`config.mk`:
```
export PLATFORM = sky130hd
export DESIGN_NAME = preamble_delimited_number_scanner_flat
export DESIGN_NICKNAME = d
export VERILOG_FILES = /design/src/rtl/pdns_pkg.sv /design/src/rtl/pdns_byte_if.sv /design/src/rtl/pdns_result_if.sv /design/src/rtl/pdns_in_stage.sv /design/src/rtl/pdns_core.sv /design/src/rtl/preamble_delimited_number_scanner.sv /design/src/flat_wrapper.sv
export VERILOG_INCLUDE_DIRS = /design/src /design/src/rtl
export SDC_FILE = /design/constraint.sdc
export NUM_CORES = 1
export LEC_CHECK = 0
export ABC_AREA = 1
export BUFFER_PORTS_ARGS = -buffer_cell sky130_fd_sc_hd__buf_4
export CAP_MARGIN = 40
export CORE_ASPECT_RATIO = 0.7
export CORE_MARGIN = 3
export CORE_UTILIZATION = 50
export DETAILED_ROUTE_END_ITERATION = 10
export PLACE_DENSITY = 0.68
export SLEW_MARGIN = 30
export SYNTH_ARGS = -nofsm -noshare
export SYNTH_HDL_FRONTEND = slang
export SYNTH_SLANG_ARGS = --single-unit
```
`constraint.sdc`:
```
create_clock -name clk -period 16.1 [get_ports clk]
set_input_delay 3.22 -clock clk [delete_from_list [all_inputs] [get_ports clk]]
set_output_delay 3.22 -clock clk [all_outputs]
set_load 0.01 [all_outputs]
```
`src/rtl/assert_macros.svh`:
```
// Assertion macros used by pdns_core.
// Each macro is checked against clk and arst_n in the module that uses it.
`ifndef ASSERT_MACROS_SVH
`define ASSERT_MACROS_SVH
`ifndef SYNTH
`define PDNS_ASSERT(lbl, prop) \
	lbl: assert property (@(posedge clk) disable iff (!arst_n) (prop)) \
		else $error("assertion failed");
`define PDNS_ASSERT_IMPL(lbl, pre, post) \
	lbl: assert property (@(posedge clk) disable iff (!arst_n) (pre) |-> (post)) \
		else $error("assertion failed");
`else
`define PDNS_ASSERT(lbl, prop)
`define PDNS_ASSERT_IMPL(lbl, pre, post)
`endif
`endif

```
`src/rtl/pdns_pkg.sv`:
```
package pdns_pkg;

	localparam int CAPTURE_LIMIT = 16;
	localparam int LIST_FIELDS   = 4;

	localparam logic [7:0]  CHAR_COMMA = 8'h2C;
	localparam logic [7:0]  CHAR_MINUS = 8'h2D;
	localparam logic [7:0]  CHAR_PLUS  = 8'h2B;
	localparam logic [7:0]  CHAR_SPACE = 8'h20;
	localparam logic [7:0]  CHAR_ZERO  = 8'h30;
	localparam logic [7:0]  CHAR_NINE  = 8'h39;
	localparam logic [7:0]  CHAR_TAB   = 8'h09;
	localparam logic [7:0]  CHAR_CR    = 8'h0D;
	localparam logic [7:0]  CHAR_NUL   = 8'h00;

	localparam logic [31:0] ACC_MAX = 32'h8000_0000;
	localparam logic [31:0] POS_MAX = 32'h7FFF_FFFF;
	localparam logic [31:0] NO_VALUE = 32'hFFFF_FFFF;

	typedef enum logic [2:0] {
		REG_PREAMBLE_BYTES  = 3'd0,
		REG_PREAMBLE_LENGTH = 3'd1,
		REG_DELIMITER_A     = 3'd2,
		REG_DELIMITER_B     = 3'd3,
		REG_SCAN_KIND       = 3'd4
	} reg_index_t;

	typedef enum logic [1:0] {
		KIND_INT   = 2'd0,
		KIND_FLOAT = 2'd1,
		KIND_LIST  = 2'd2,
		KIND_OTHER = 2'd3
	} scan_kind_t;

	typedef enum logic [1:0] {
		PHASE_SKIP   = 2'd0,
		PHASE_DIGITS = 2'd1,
		PHASE_DONE   = 2'd2
	} phase_t;

	typedef struct packed {
		logic [63:0] preamble_bytes;
		logic [3:0]  preamble_length;
		logic [7:0]  delimiter_a;
		logic [7:0]  delimiter_b;
		logic [1:0]  scan_kind;
	} cfg_t;

	typedef struct packed {
		logic       valid;
		logic [7:0] data;
	} stage_t;

endpackage

```
`src/rtl/pdns_byte_if.sv`:
```
interface pdns_byte_if;
	logic       valid;
	logic       ready;
	logic [7:0] data_byte;

	modport source (output valid, output data_byte, input ready);
	modport sink (input valid, input data_byte, output ready);
endinterface

```
`src/rtl/pdns_result_if.sv`:
```
interface pdns_result_if;
	logic        valid;
	logic        ready;
	logic signed [31:0] int_value;
	logic signed [31:0] list_field_0;
	logic signed [31:0] list_field_1;
	logic signed [31:0] list_field_2;
	logic signed [31:0] list_field_3;

	modport source (output valid, output int_value, output list_field_0,
		output list_field_1, output list_field_2, output list_field_3, input ready);
	modport sink (input valid, input int_value, input list_field_0,
		input list_field_1, input list_field_2, input list_field_3, output ready);
endinterface

```
`src/rtl/pdns_in_stage.sv`:
```
module pdns_in_stage (
	input  logic            clk,
	input  logic            arst_n,
	pdns_byte_if.sink       rx,
	input  logic            take,
	output pdns_pkg::stage_t stage
);
	import pdns_pkg::*;

	logic       valid_s1;
	logic [7:0] data_s1;

	assign rx.ready = !valid_s1 || take;
	assign stage.valid = valid_s1;
	assign stage.data = data_s1;

	always_ff @(posedge clk or negedge arst_n) begin
		if (!arst_n) begin
			valid_s1 <= 1'b0;
		end else if (rx.ready) begin
			valid_s1 <= rx.valid;
		end
	end

	always_ff @(posedge clk) begin
		if (rx.ready && rx.valid) begin
			data_s1 <= rx.data_byte;
		end
	end
endmodule

```
`src/rtl/pdns_core.sv`:
```
`include "assert_macros.svh"
module pdns_core (
	input  logic             clk,
	input  logic             arst_n,
	input  pdns_pkg::cfg_t   cfg,
	input  pdns_pkg::stage_t stage,
	output logic             take,
	pdns_result_if.source    res
);
	import pdns_pkg::*;

	logic        in_payload_q, in_payload_n;
	logic [4:0]  byte_count_q, byte_count_n;
	logic [31:0] acc_q, acc_n;
	phase_t      phase_q, phase_n;
	logic        negative_q, negative_n;
	logic [2:0]  field_index_q, field_index_n;
	logic        text_ended_q, text_ended_n;
	logic [LIST_FIELDS-1:0][31:0] pending_q, pending_n;
	logic [LIST_FIELDS-1:0][31:0] list_q, list_n;

	logic        out_valid_q;
	logic [31:0] out_int_q;
	logic [LIST_FIELDS-1:0][31:0] out_list_q;

	logic [7:0]  b;
	logic [3:0]  plen;
	logic [7:0]  expected;
	logic        emit;
	logic        restart;
	logic [31:0] cur_value;
	logic [35:0] product;
	logic        is_digit;
	logic        is_space;
	logic [31:0] ival;

	assign b = stage.data;
	assign emit = in_payload_q && (b == cfg.delimiter_a || b == cfg.delimiter_b);
	assign take = stage.valid && (!emit || !out_valid_q || res.ready);

	assign plen = (cfg.preamble_length == 4'd0) ? 4'd1 :
		(cfg.preamble_length > 4'd8) ? 4'd8 : cfg.preamble_length;
	assign expected = cfg.preamble_bytes[{byte_count_q[2:0], 3'b000} +: 8];
	assign cur_value = negative_q ? (32'd0 - acc_q) :
		((acc_q > POS_MAX) ? POS_MAX : acc_q);
	assign product = ({4'd0, acc_q} << 3) + ({4'd0, acc_q} << 1) +
		{32'd0, b[3:0] - CHAR_ZERO[3:0]};
	assign is_digit = (b >= CHAR_ZERO) && (b <= CHAR_NINE);
	assign is_space = (b == CHAR_SPACE) || ((b >= CHAR_TAB) && (b <= CHAR_CR));

	always_comb begin
		in_payload_n = in_payload_q;
		byte_count_n = byte_count_q;
		acc_n = acc_q;
		phase_n = phase_q;
		negative_n = negative_q;
		field_index_n = field_index_q;
		text_ended_n = text_ended_q;
		pending_n = pending_q;
		list_n = list_q;
		restart = 1'b0;
		ival = NO_VALUE;
		if (!in_payload_q) begin
			if (b != expected) begin
				restart = 1'b1;
			end else begin
				byte_count_n = byte_count_q + 5'd1;
				if (byte_count_n >= {1'b0, plen}) begin
					in_payload_n = 1'b1;
				end
			end
		end else if (emit) begin
			if (field_index_q < 3'(LIST_FIELDS)) begin
				pending_n[field_index_q[1:0]] = cur_value;
			end
			if (cfg.scan_kind == KIND_LIST) begin
				for (int i = 0; i < LIST_FIELDS; i++) begin
					if (field_index_q >= 3'(LIST_FIELDS) || 3'(i) <= field_index_q) begin
						list_n[i] = pending_n[i];
					end
				end
			end
			if (cfg.scan_kind == KIND_INT || cfg.scan_kind == KIND_FLOAT) begin
				ival = pending_n[0];
			end
			restart = 1'b1;
		end else begin
			if (!text_ended_q && field_index_q < 3'(LIST_FIELDS)) begin
				if (b == CHAR_NUL) begin
					text_ended_n = 1'b1;
				end else if (b == CHAR_COMMA) begin
					pending_n[field_index_q[1:0]] = cur_value;
					field_index_n = field_index_q + 3'd1;
					acc_n = 32'd0;
					phase_n = PHASE_SKIP;
					negative_n = 1'b0;
				end else if (is_digit) begin
					if (phase_q != PHASE_DONE) begin
						acc_n = (product > {4'd0, ACC_MAX}) ? ACC_MAX : product[31:0];
						phase_n = PHASE_DIGITS;
					end
				end else if (phase_q == PHASE_SKIP && is_space) begin
					phase_n = PHASE_SKIP;
				end else if (phase_q == PHASE_SKIP && (b == CHAR_MINUS || b == CHAR_PLUS)) begin
					negative_n = (b == CHAR_MINUS);
					phase_n = PHASE_DIGITS;
				end else begin
					phase_n = PHASE_DONE;
				end
			end
			byte_count_n = byte_count_q + 5'd1;
			if (byte_count_n >= 5'(CAPTURE_LIMIT)) begin
				restart = 1'b1;
			end
		end
		if (restart) begin
			in_payload_n = 1'b0;
			byte_count_n = 5'd0;
			field_index_n = 3'd0;
			text_ended_n = 1'b0;
			acc_n = 32'd0;
			phase_n = PHASE_SKIP;
			negative_n = 1'b0;
		end
	end

	always_ff @(posedge clk or negedge arst_n) begin
		if (!arst_n) begin
			in_payload_q <= 1'b0;
			byte_count_q <= 5'd0;
			acc_q <= 32'd0;
			phase_q <= PHASE_SKIP;
			negative_q <= 1'b0;
			field_index_q <= 3'd0;
			text_ended_q <= 1'b0;
			pending_q <= '0;
			list_q <= '0;
			out_valid_q <= 1'b0;
		end else begin
			if (take) begin
				in_payload_q <= in_payload_n;
				byte_count_q <= byte_count_n;
				acc_q <= acc_n;
				phase_q <= phase_n;
				negative_q <= negative_n;
				field_index_q <= field_index_n;
				text_ended_q <= text_ended_n;
				pending_q <= pending_n;
				list_q <= list_n;
			end
			if (!out_valid_q || res.ready) begin
				out_valid_q <= take && emit;
			end
		end
	end

	always_ff @(posedge clk) begin
		if (take && emit) begin
			out_int_q <= ival;
			out_list_q <= list_n;
		end
	end

	assign res.valid = out_valid_q;
	assign res.int_value = out_int_q;
	assign res.list_field_0 = out_list_q[0];
	assign res.list_field_1 = out_list_q[1];
	assign res.list_field_2 = out_list_q[2];
	assign res.list_field_3 = out_list_q[3];

	`PDNS_ASSERT(a_acc_bound, acc_q <= ACC_MAX)
	`PDNS_ASSERT(a_field_bound, field_index_q <= 3'(LIST_FIELDS))
	`PDNS_ASSERT(a_capture_bound, byte_count_q < 5'(CAPTURE_LIMIT))
	`PDNS_ASSERT_IMPL(a_preamble_count, !in_payload_q, byte_count_q < 5'd8)
	`PDNS_ASSERT_IMPL(a_emit_restarts, $past(take && emit), !in_payload_q)
endmodule

```
`src/rtl/preamble_delimited_number_scanner.sv`:
```
// Preamble-delimited number scanner.
// rx carries one text byte per word; res carries one result word per payload
// closed by delimiter_a or delimiter_b: int_value and the four list fields.
// The block matches the configured preamble, then parses the payload like
// atoi, or as four comma-separated integers when scan_kind selects the list.
// Configuration is written through wr_en, wr_index and wr_data; the user
// must do so only while idle, which the block does not enforce. Throughput
// is one byte per cycle while no delimiter waits on res: every byte is
// handled by a single state update between the input register, which holds
// each accepted byte, and the result register, which holds any result.
// When res stalls, bytes that produce no result keep flowing; a delimiter
// byte waits in the input register until the pending result is taken, and
// rx then deasserts ready.
// Reset clears the match and parse state, the held list values and the
// configuration to its defaults; no result is pending after reset.
module preamble_delimited_number_scanner (
	input  logic          clk,
	input  logic          arst_n,
	pdns_byte_if.sink     rx,
	pdns_result_if.source res,
	input  logic          wr_en,
	input  logic [2:0]    wr_index,
	input  logic [63:0]   wr_data
);
	import pdns_pkg::*;

	cfg_t   cfg_q;
	stage_t stage;
	logic   take;

	always_ff @(posedge clk or negedge arst_n) begin
		if (!arst_n) begin
			cfg_q.preamble_bytes <= 64'd0;
			cfg_q.preamble_length <= 4'd1;
			cfg_q.delimiter_a <= 8'd10;
			cfg_q.delimiter_b <= 8'd13;
			cfg_q.scan_kind <= KIND_FLOAT;
		end else if (wr_en) begin
			case (wr_index)
				REG_PREAMBLE_BYTES: cfg_q.preamble_bytes <= wr_data;
				REG_PREAMBLE_LENGTH: cfg_q.preamble_length <= wr_data[3:0];
				REG_DELIMITER_A: cfg_q.delimiter_a <= wr_data[7:0];
				REG_DELIMITER_B: cfg_q.delimiter_b <= wr_data[7:0];
				REG_SCAN_KIND: cfg_q.scan_kind <= wr_data[1:0];
				default: ;
			endcase
		end
	end

	pdns_in_stage u_in_stage (
		.clk    (clk),
		.arst_n (arst_n),
		.rx     (rx),
		.take   (take),
		.stage  (stage)
	);

	pdns_core u_core (
		.clk    (clk),
		.arst_n (arst_n),
		.cfg    (cfg_q),
		.stage  (stage),
		.take   (take),
		.res    (res)
	);
endmodule

```
`src/flat_wrapper.sv`:
```
// flat-port wrapper written by rule: the top's interface ports become plain ports
module preamble_delimited_number_scanner_flat import pdns_pkg::*;
  (clk, arst_n, wr_en, wr_index, wr_data, rx_valid, rx_data_byte, rx_ready, res_valid, res_int_value, res_list_field_0, res_list_field_1, res_list_field_2, res_list_field_3, res_ready);
  pdns_byte_if rx_i ();
  pdns_result_if res_i ();
  input  logic clk;
  input  logic arst_n;
  input  logic wr_en;
  input  logic [2:0] wr_index;
  input  logic [63:0] wr_data;
  input wire logic [$bits(rx_i.valid)-1:0] rx_valid;
  input wire logic [$bits(rx_i.data_byte)-1:0] rx_data_byte;
  output wire logic [$bits(rx_i.ready)-1:0] rx_ready;
  output wire logic [$bits(res_i.valid)-1:0] res_valid;
  output wire logic [$bits(res_i.int_value)-1:0] res_int_value;
  output wire logic [$bits(res_i.list_field_0)-1:0] res_list_field_0;
  output wire logic [$bits(res_i.list_field_1)-1:0] res_list_field_1;
  output wire logic [$bits(res_i.list_field_2)-1:0] res_list_field_2;
  output wire logic [$bits(res_i.list_field_3)-1:0] res_list_field_3;
  input wire logic [$bits(res_i.ready)-1:0] res_ready;
  assign rx_i.valid = rx_valid;
  assign rx_i.data_byte = rx_data_byte;
  assign rx_ready = rx_i.ready;
  assign res_valid = res_i.valid;
  assign res_int_value = res_i.int_value;
  assign res_list_field_0 = res_i.list_field_0;
  assign res_list_field_1 = res_i.list_field_1;
  assign res_list_field_2 = res_i.list_field_2;
  assign res_list_field_3 = res_i.list_field_3;
  assign res_i.ready = res_ready;
  preamble_delimited_number_scanner u_core (.clk(clk), .arst_n(arst_n), .rx(rx_i), .res(res_i), .wr_en(wr_en), .wr_index(wr_index), .wr_data(wr_data));
endmodule
```
; Word-level counts from Yosys, hierarchy flattened
; Index checks and enable logic that the tools add are counted.
[word_totals]
register_bits = 557
out_inout_bits = 162
elab_cells = 196
[op_classes]
addsub = 5
n_lt_le_gt_ge = 17
eq_ne = 22
shifts = 1
n_mux = 70
n_reduce_logical = 53
[op_table]
columns = cell, count
row1 = 128-bit two-way mux, 8
row2 = 32-bit two-way mux, 16
row3 = 128-bit bitwise mux, 1
row4 = 32-bit demux with 2-bit select, 1
row5 = 64-bit by 7-bit indexed part select with 8-bit output, 1
row6 = 35-bit by 33-bit adder with 36-bit output, 1
row7 = 36-bit by 4-bit adder with 36-bit output, 1
row8 = 36-bit by 32-bit > comparator with 1-bit output (second input constant), 1
row9 = 8-bit by 6-bit == test with 1-bit output (second input constant), 4
row10 = 32-bit by 31-bit > comparator with 1-bit output (second input constant), 1
row11 = 1-bit by 32-bit subtractor with 32-bit output (first input constant), 1
row12 = 1-bit two-way mux, 22
row13 = 2-bit two-way mux, 10
row14 = 5-bit two-way mux, 4
row15 = 3-bit two-way mux, 6
row16 = 8-bit == test, 2
row17 = 1-bit logical OR, 12
row18 = 6-bit AND reduction, 2
row19 = 2-bit nonzero test, 6
row20 = 1-bit logical AND, 10
row21 = 2-bit AND reduction, 5
row22 = 5-bit AND reduction, 2
row23 = 3-bit nonzero test, 3
row24 = 8-bit by 4-bit >= comparator with 1-bit output (second input constant), 1
row25 = other kinds (34), 47

; Depth between registers and ports, before layout
[logic_depth]
ltp_word = 12
ltp_mapped = 23

; Cells and area by module
; A second synthesis with hierarchy kept.
[hier_totals]
cells_unflattened = 4252
area_unflattened_um2 = 32005.7
[modules_own_cells]
columns = module, instances, cells_each, area_per_inst_um2, seq_area_each_um2
row1 = pdns_core, 1, 3853, 28279.6, 12361.9
row2 = preamble_delimited_number_scanner, 1, 384, 3433.3, 2160.8
row3 = pdns_in_stage, 1, 15, 292.8, 265.3

; Worst setup path before layout
; OpenSTA, ideal clock, no wires.
[synth_timing]
path_kind = in2reg
start = input port res_ready
end = register u_core.u_core.out_int_q[0], in the netlist u_core.u_core.res.int_value[0] (enable)
arrival_ps = 8257
required_time_ps = 15512
path_slack_ps = 7255
stages = 7
n_path_buf = 1
path_cell_list = inv_1 nand2_1 o21ai_2 inv_2 nand2_2 inv_1 clkbuf_1
[synth_via]
elab_chain_len = 3
[synth_lines]
columns = item, line
row1 = from (decl), flat_wrapper.sv:20  ; input wire logic [$bits(res_i.ready)-1:0] res_ready;
row2 = 1-bit logical OR, pdns_core.sv:39  ; assign take = stage.valid && (!emit || !out_valid_q || res.ready);
row3 = 1-bit logical AND, pdns_core.sv:39
row4 = 1-bit logical AND, pdns_core.sv:158  ; if (take && emit) begin
row5 = to (signal assigned), pdns_core.sv:159  ; out_int_q <= ival;
row6 = to (decl), pdns_core.sv:23  ; logic [31:0] out_int_q;
; No other way between the ends.
; A chain may end at the register's enable or synchronous reset.

; Worst setup path in the final report
[layout_timing]
start = input port res_ready
end = output port rx_ready
[layout_via]
elab_chain_len = 3
[layout_lines]
columns = item, line
row1 = 1-bit logical OR, pdns_core.sv:39
row2 = 1-bit logical AND, pdns_core.sv:39
row3 = 1-bit logical OR, pdns_in_stage.sv:13  ; assign rx.ready = !valid_s1 || take;
row4 = to (decl), flat_wrapper.sv:13  ; output wire logic [$bits(rx_i.ready)-1:0] rx_ready;
; No other way between the ends.

==> results.md <==
* Final Setup Violations at 0
* Largest net degree at the start of global routing at 104
* Reg clk slew, reported paths at 0.07 ns
* # clock sinks at 557
* Post-Syn Nets at 4,277
* Setup bufs post-CTS at 0
* Total CTS buffers at 55
* First drt pass iteration count at 6
* Vias in the first global route at 25,200
* Initial antenna violation count at 1
* Netlist cell types at 54
* Initial DRC count at 3,589
* Clock root buffer: clkbuf_16
* Crit path largest cell delay at 0.21 ns
* Yosys warns at 0
* Post-synth EDFFs at 168
* DIE WIDTH at 306 µm
* Die ar. at 66,100 µm²
* Vias post-DR at 28,500
* Hold WS at 0.474 ns
* Synth top cells by count: nand2_1 (1,268), o21ai_0 (509), inv_1 (404)
* Kind of critical path: input pin to output pin
* Startpoint types: input pin
* Fraction of registers with async set/reset at 69.8%
* Tot Pwr at 0.00332 W
* Main synth FF type: dfrtp_1
* Slew Limit Fails at 0
* Gr usage total at 27.6%
* Cell count after synthesis at 4,121
* Die Y-Extent at 216 µm
* Yosys reg bits at 557
* Ant diodes at 0
* Total negative slack at 0 ns
* Final wirelength at 93,600 µm
* CP Data Arrival Time at 3.82 ns
* Worst-path fanout max at 3
* Tmin final at 7.04 ns
* Critical Path Most Common Cell: buf_4
* Final nets at 4,417
* Synth Cell Area at 31,500 µm²
* Worst-Margin Slew at 0.910 ns
* Outcome: finished clean
* Util after Layout at 58.2%
* Sequential cell area fraction in the yosys report at 46.9%
* Clock Path Buffers at 3
* FILL cells at 5,627
* Max Clk Rate at 0.142 GHz
* Worst path top cell family by delay: buffers and inverters
* Worst VDD drop at 0.0875 mV
* Placer Congestion at 0.948
* Final Cycle Share at 43.7%
* Core ar. at 61,900 µm²
* Row Count at 76
* Max cap viols at 0
* Leading area contributor after synthesis: dfrtp_1
* Hold Crit Class: flop to flop
* CP max-delay cell: buf_4
* Top post-synthesis cells by area: dfrtp_1 (30%), edfxtp_1 (16%), nand2_1 (15%), o21ai_0 (8.1%), nand3_1 (5.7%)
* LEAKAGE at 17.5 nW
* First-pass GRT wire length at 145,000 µm
* IO Count at 242
* Port Buffers at 241
* CTS tree: done
* Crit end category: output pin
* RSZ-0062 raised after global routing: false
* Synth top area share at 30.3%
* Max-slew headroom at 38.7%
* CTS resizes at 0
* Top-count cell post-synth: nand2_1
* Clk_lat worst skew at 0.62 ns
* Residual DRC at 0
* H-Tree Depth at 2
* Final ANT Viol Nets at 0
* Congestion Overflow GR at 0
* PwrDens at 92.2 nW/µm²
* Worst path required time at 12.88 ns
* Vias per inst at 5.56
* Wire per inst at 18.2 µm
* DP HPWL at 65,000 µm
* Hold_buf cts at 0
* Layout cell share with drive strength beyond 1 at 12.0%
* Final hold violations at 0
* Worst path cell trace: buf_4, inv_1, nand4_1, buf_4
* Clk_skew at 0.0242 ns
* Buf/Inv on CP at 3
* Syn_area_per_cell at 7.65 µm²
* Starting Density at 50.9%
* Area delta synth->final at 14.4%
==> kinds of logic after synthesis <==
group,Yosys count,synth area share (%)
AOI/OAI and AO/OA,712,12.1
xor gates and xnor gates,48,1.33
adders and majority gates,76,3.07
buffers and inverters,632,7.85
DFF,557,46.9
muxes,37,1.28
and+or+nand+nor,2059,27.4
==> worst register-to-register path, stage by stage (launching register included) <==
cell	delay, ns
edfxtp_1	0.59
xnor2_1	0.25
nand2_1	0.07
nor2_1	0.14
nand2_1	0.11
nand2_1	0.11
nand2_4	0.24
o21ai_4	0.30
inv_6	0.14
nand2_2	0.52
buf_4	0.49
nand2_4	0.46
inv_2	0.44
buf_4	0.57
a21oi_1	0.11
nand2_1	0.10
o21ai_0	0.08
==> final timing paths <==
path | slack, ns | depth (start not counted) | startpoint | endpoint
worst max-delay path | 9.06 | 4 | res_ready | rx_ready
max in group asynchronous | 11.76 | 5 | arst_n | u_core.u_core.list_q[61]$_DFFE_PN0P_
min in group asynchronous | 2.56 | 1 | arst_n | u_core.cfg_q[79]$_DFFE_PN0P_
worst min register to register | 0.47 | 2 | u_core.u_core.list_q[9]$_DFFE_PN0P_ | u_core.u_core.list_q[9]$_DFFE_PN0P_
worst min-delay path | 0.47 | 2 | u_core.u_core.list_q[9]$_DFFE_PN0P_ | u_core.u_core.list_q[9]$_DFFE_PN0P_
worst max register to register | 11.25 | 16 | u_core.u_in_stage.data_s1[0]$_DFFE_PP_ | u_core.u_core.pending_q[41]$_DFFE_PN0P_
==> cells in the final DEF (no fill, tap or decap), types with 63 or more instances in the layout <==
master / n
nor2_1: 257
inv_1: 402
dfrtp_1: 381
nand2_1: 1267
buf_4: 273
edfxtp_1: 168
ha_1: 74
o21ai_0: 505
a21oi_1: 63
nand3_1: 360
==> routing by layer <==
| metal | routed length [µm] | vias up | global-route usage (%) |
|---|---|---|---|
| li1 | - | 13700 | - |
| met1 | 43000 | 13300 | 42.5 |
| met2 | 38900 | 1242 | 39.5 |
| met3 | 9220 | 175 | 5.22 |
| met4 | 2400 | 4 | 7.42 |
| met5 | 69 | - | 0.581 |
==> per-stage QoR <==
stage,instance area [µm²],setup slack [ns],std cells
finish,36000,9.06,5127
global route,36000,9.01,5127
CTS,35900,9.05,5122
detailed placement,34000,9.06,5018
global placement,33800,9.07,5006
floorplan,31500,7.25,4121
==> registers in the layout, indices dropped and copies added (netlist names), 2 cells and up <==
signal	count
u_core.u_core.list_q	128
u_core.u_core.pending_q	128
u_core.cfg_q	86
u_core.u_core.acc_q	32
u_core.u_core.res.int_value	32
u_core.u_core.res.list_field_0	32
u_core.u_core.res.list_field_1	32
u_core.u_core.res.list_field_2	32
u_core.u_core.res.list_field_3	32
u_core.u_in_stage.data_s1	8
u_core.u_core.byte_count_q	5
u_core.u_core.field_index_q	3
u_core.u_core.phase_q	2
==> final cells by class <==
cell class | instances | area (µm²) | area share (%)
clock buffers | 67 | 1510 | 4.20
clock inverters | 37 | 439 | 1.22
inverters | 424 | 1600 | 4.44
multi-input cells | 2932 | 14300 | 39.6
flip-flops and latches | 557 | 14800 | 41.0
well taps | 819 | 1020 | 2.84
repair buffers | 291 | 2380 | 6.60
==> power by group <==
part	switching (W)	internal (W)
logic	0.000204	0.000119
registers	0.0000451	0.00155
clock network	0.000597	0.000803
No activity file was read; power rests on OpenSTA's default activity.
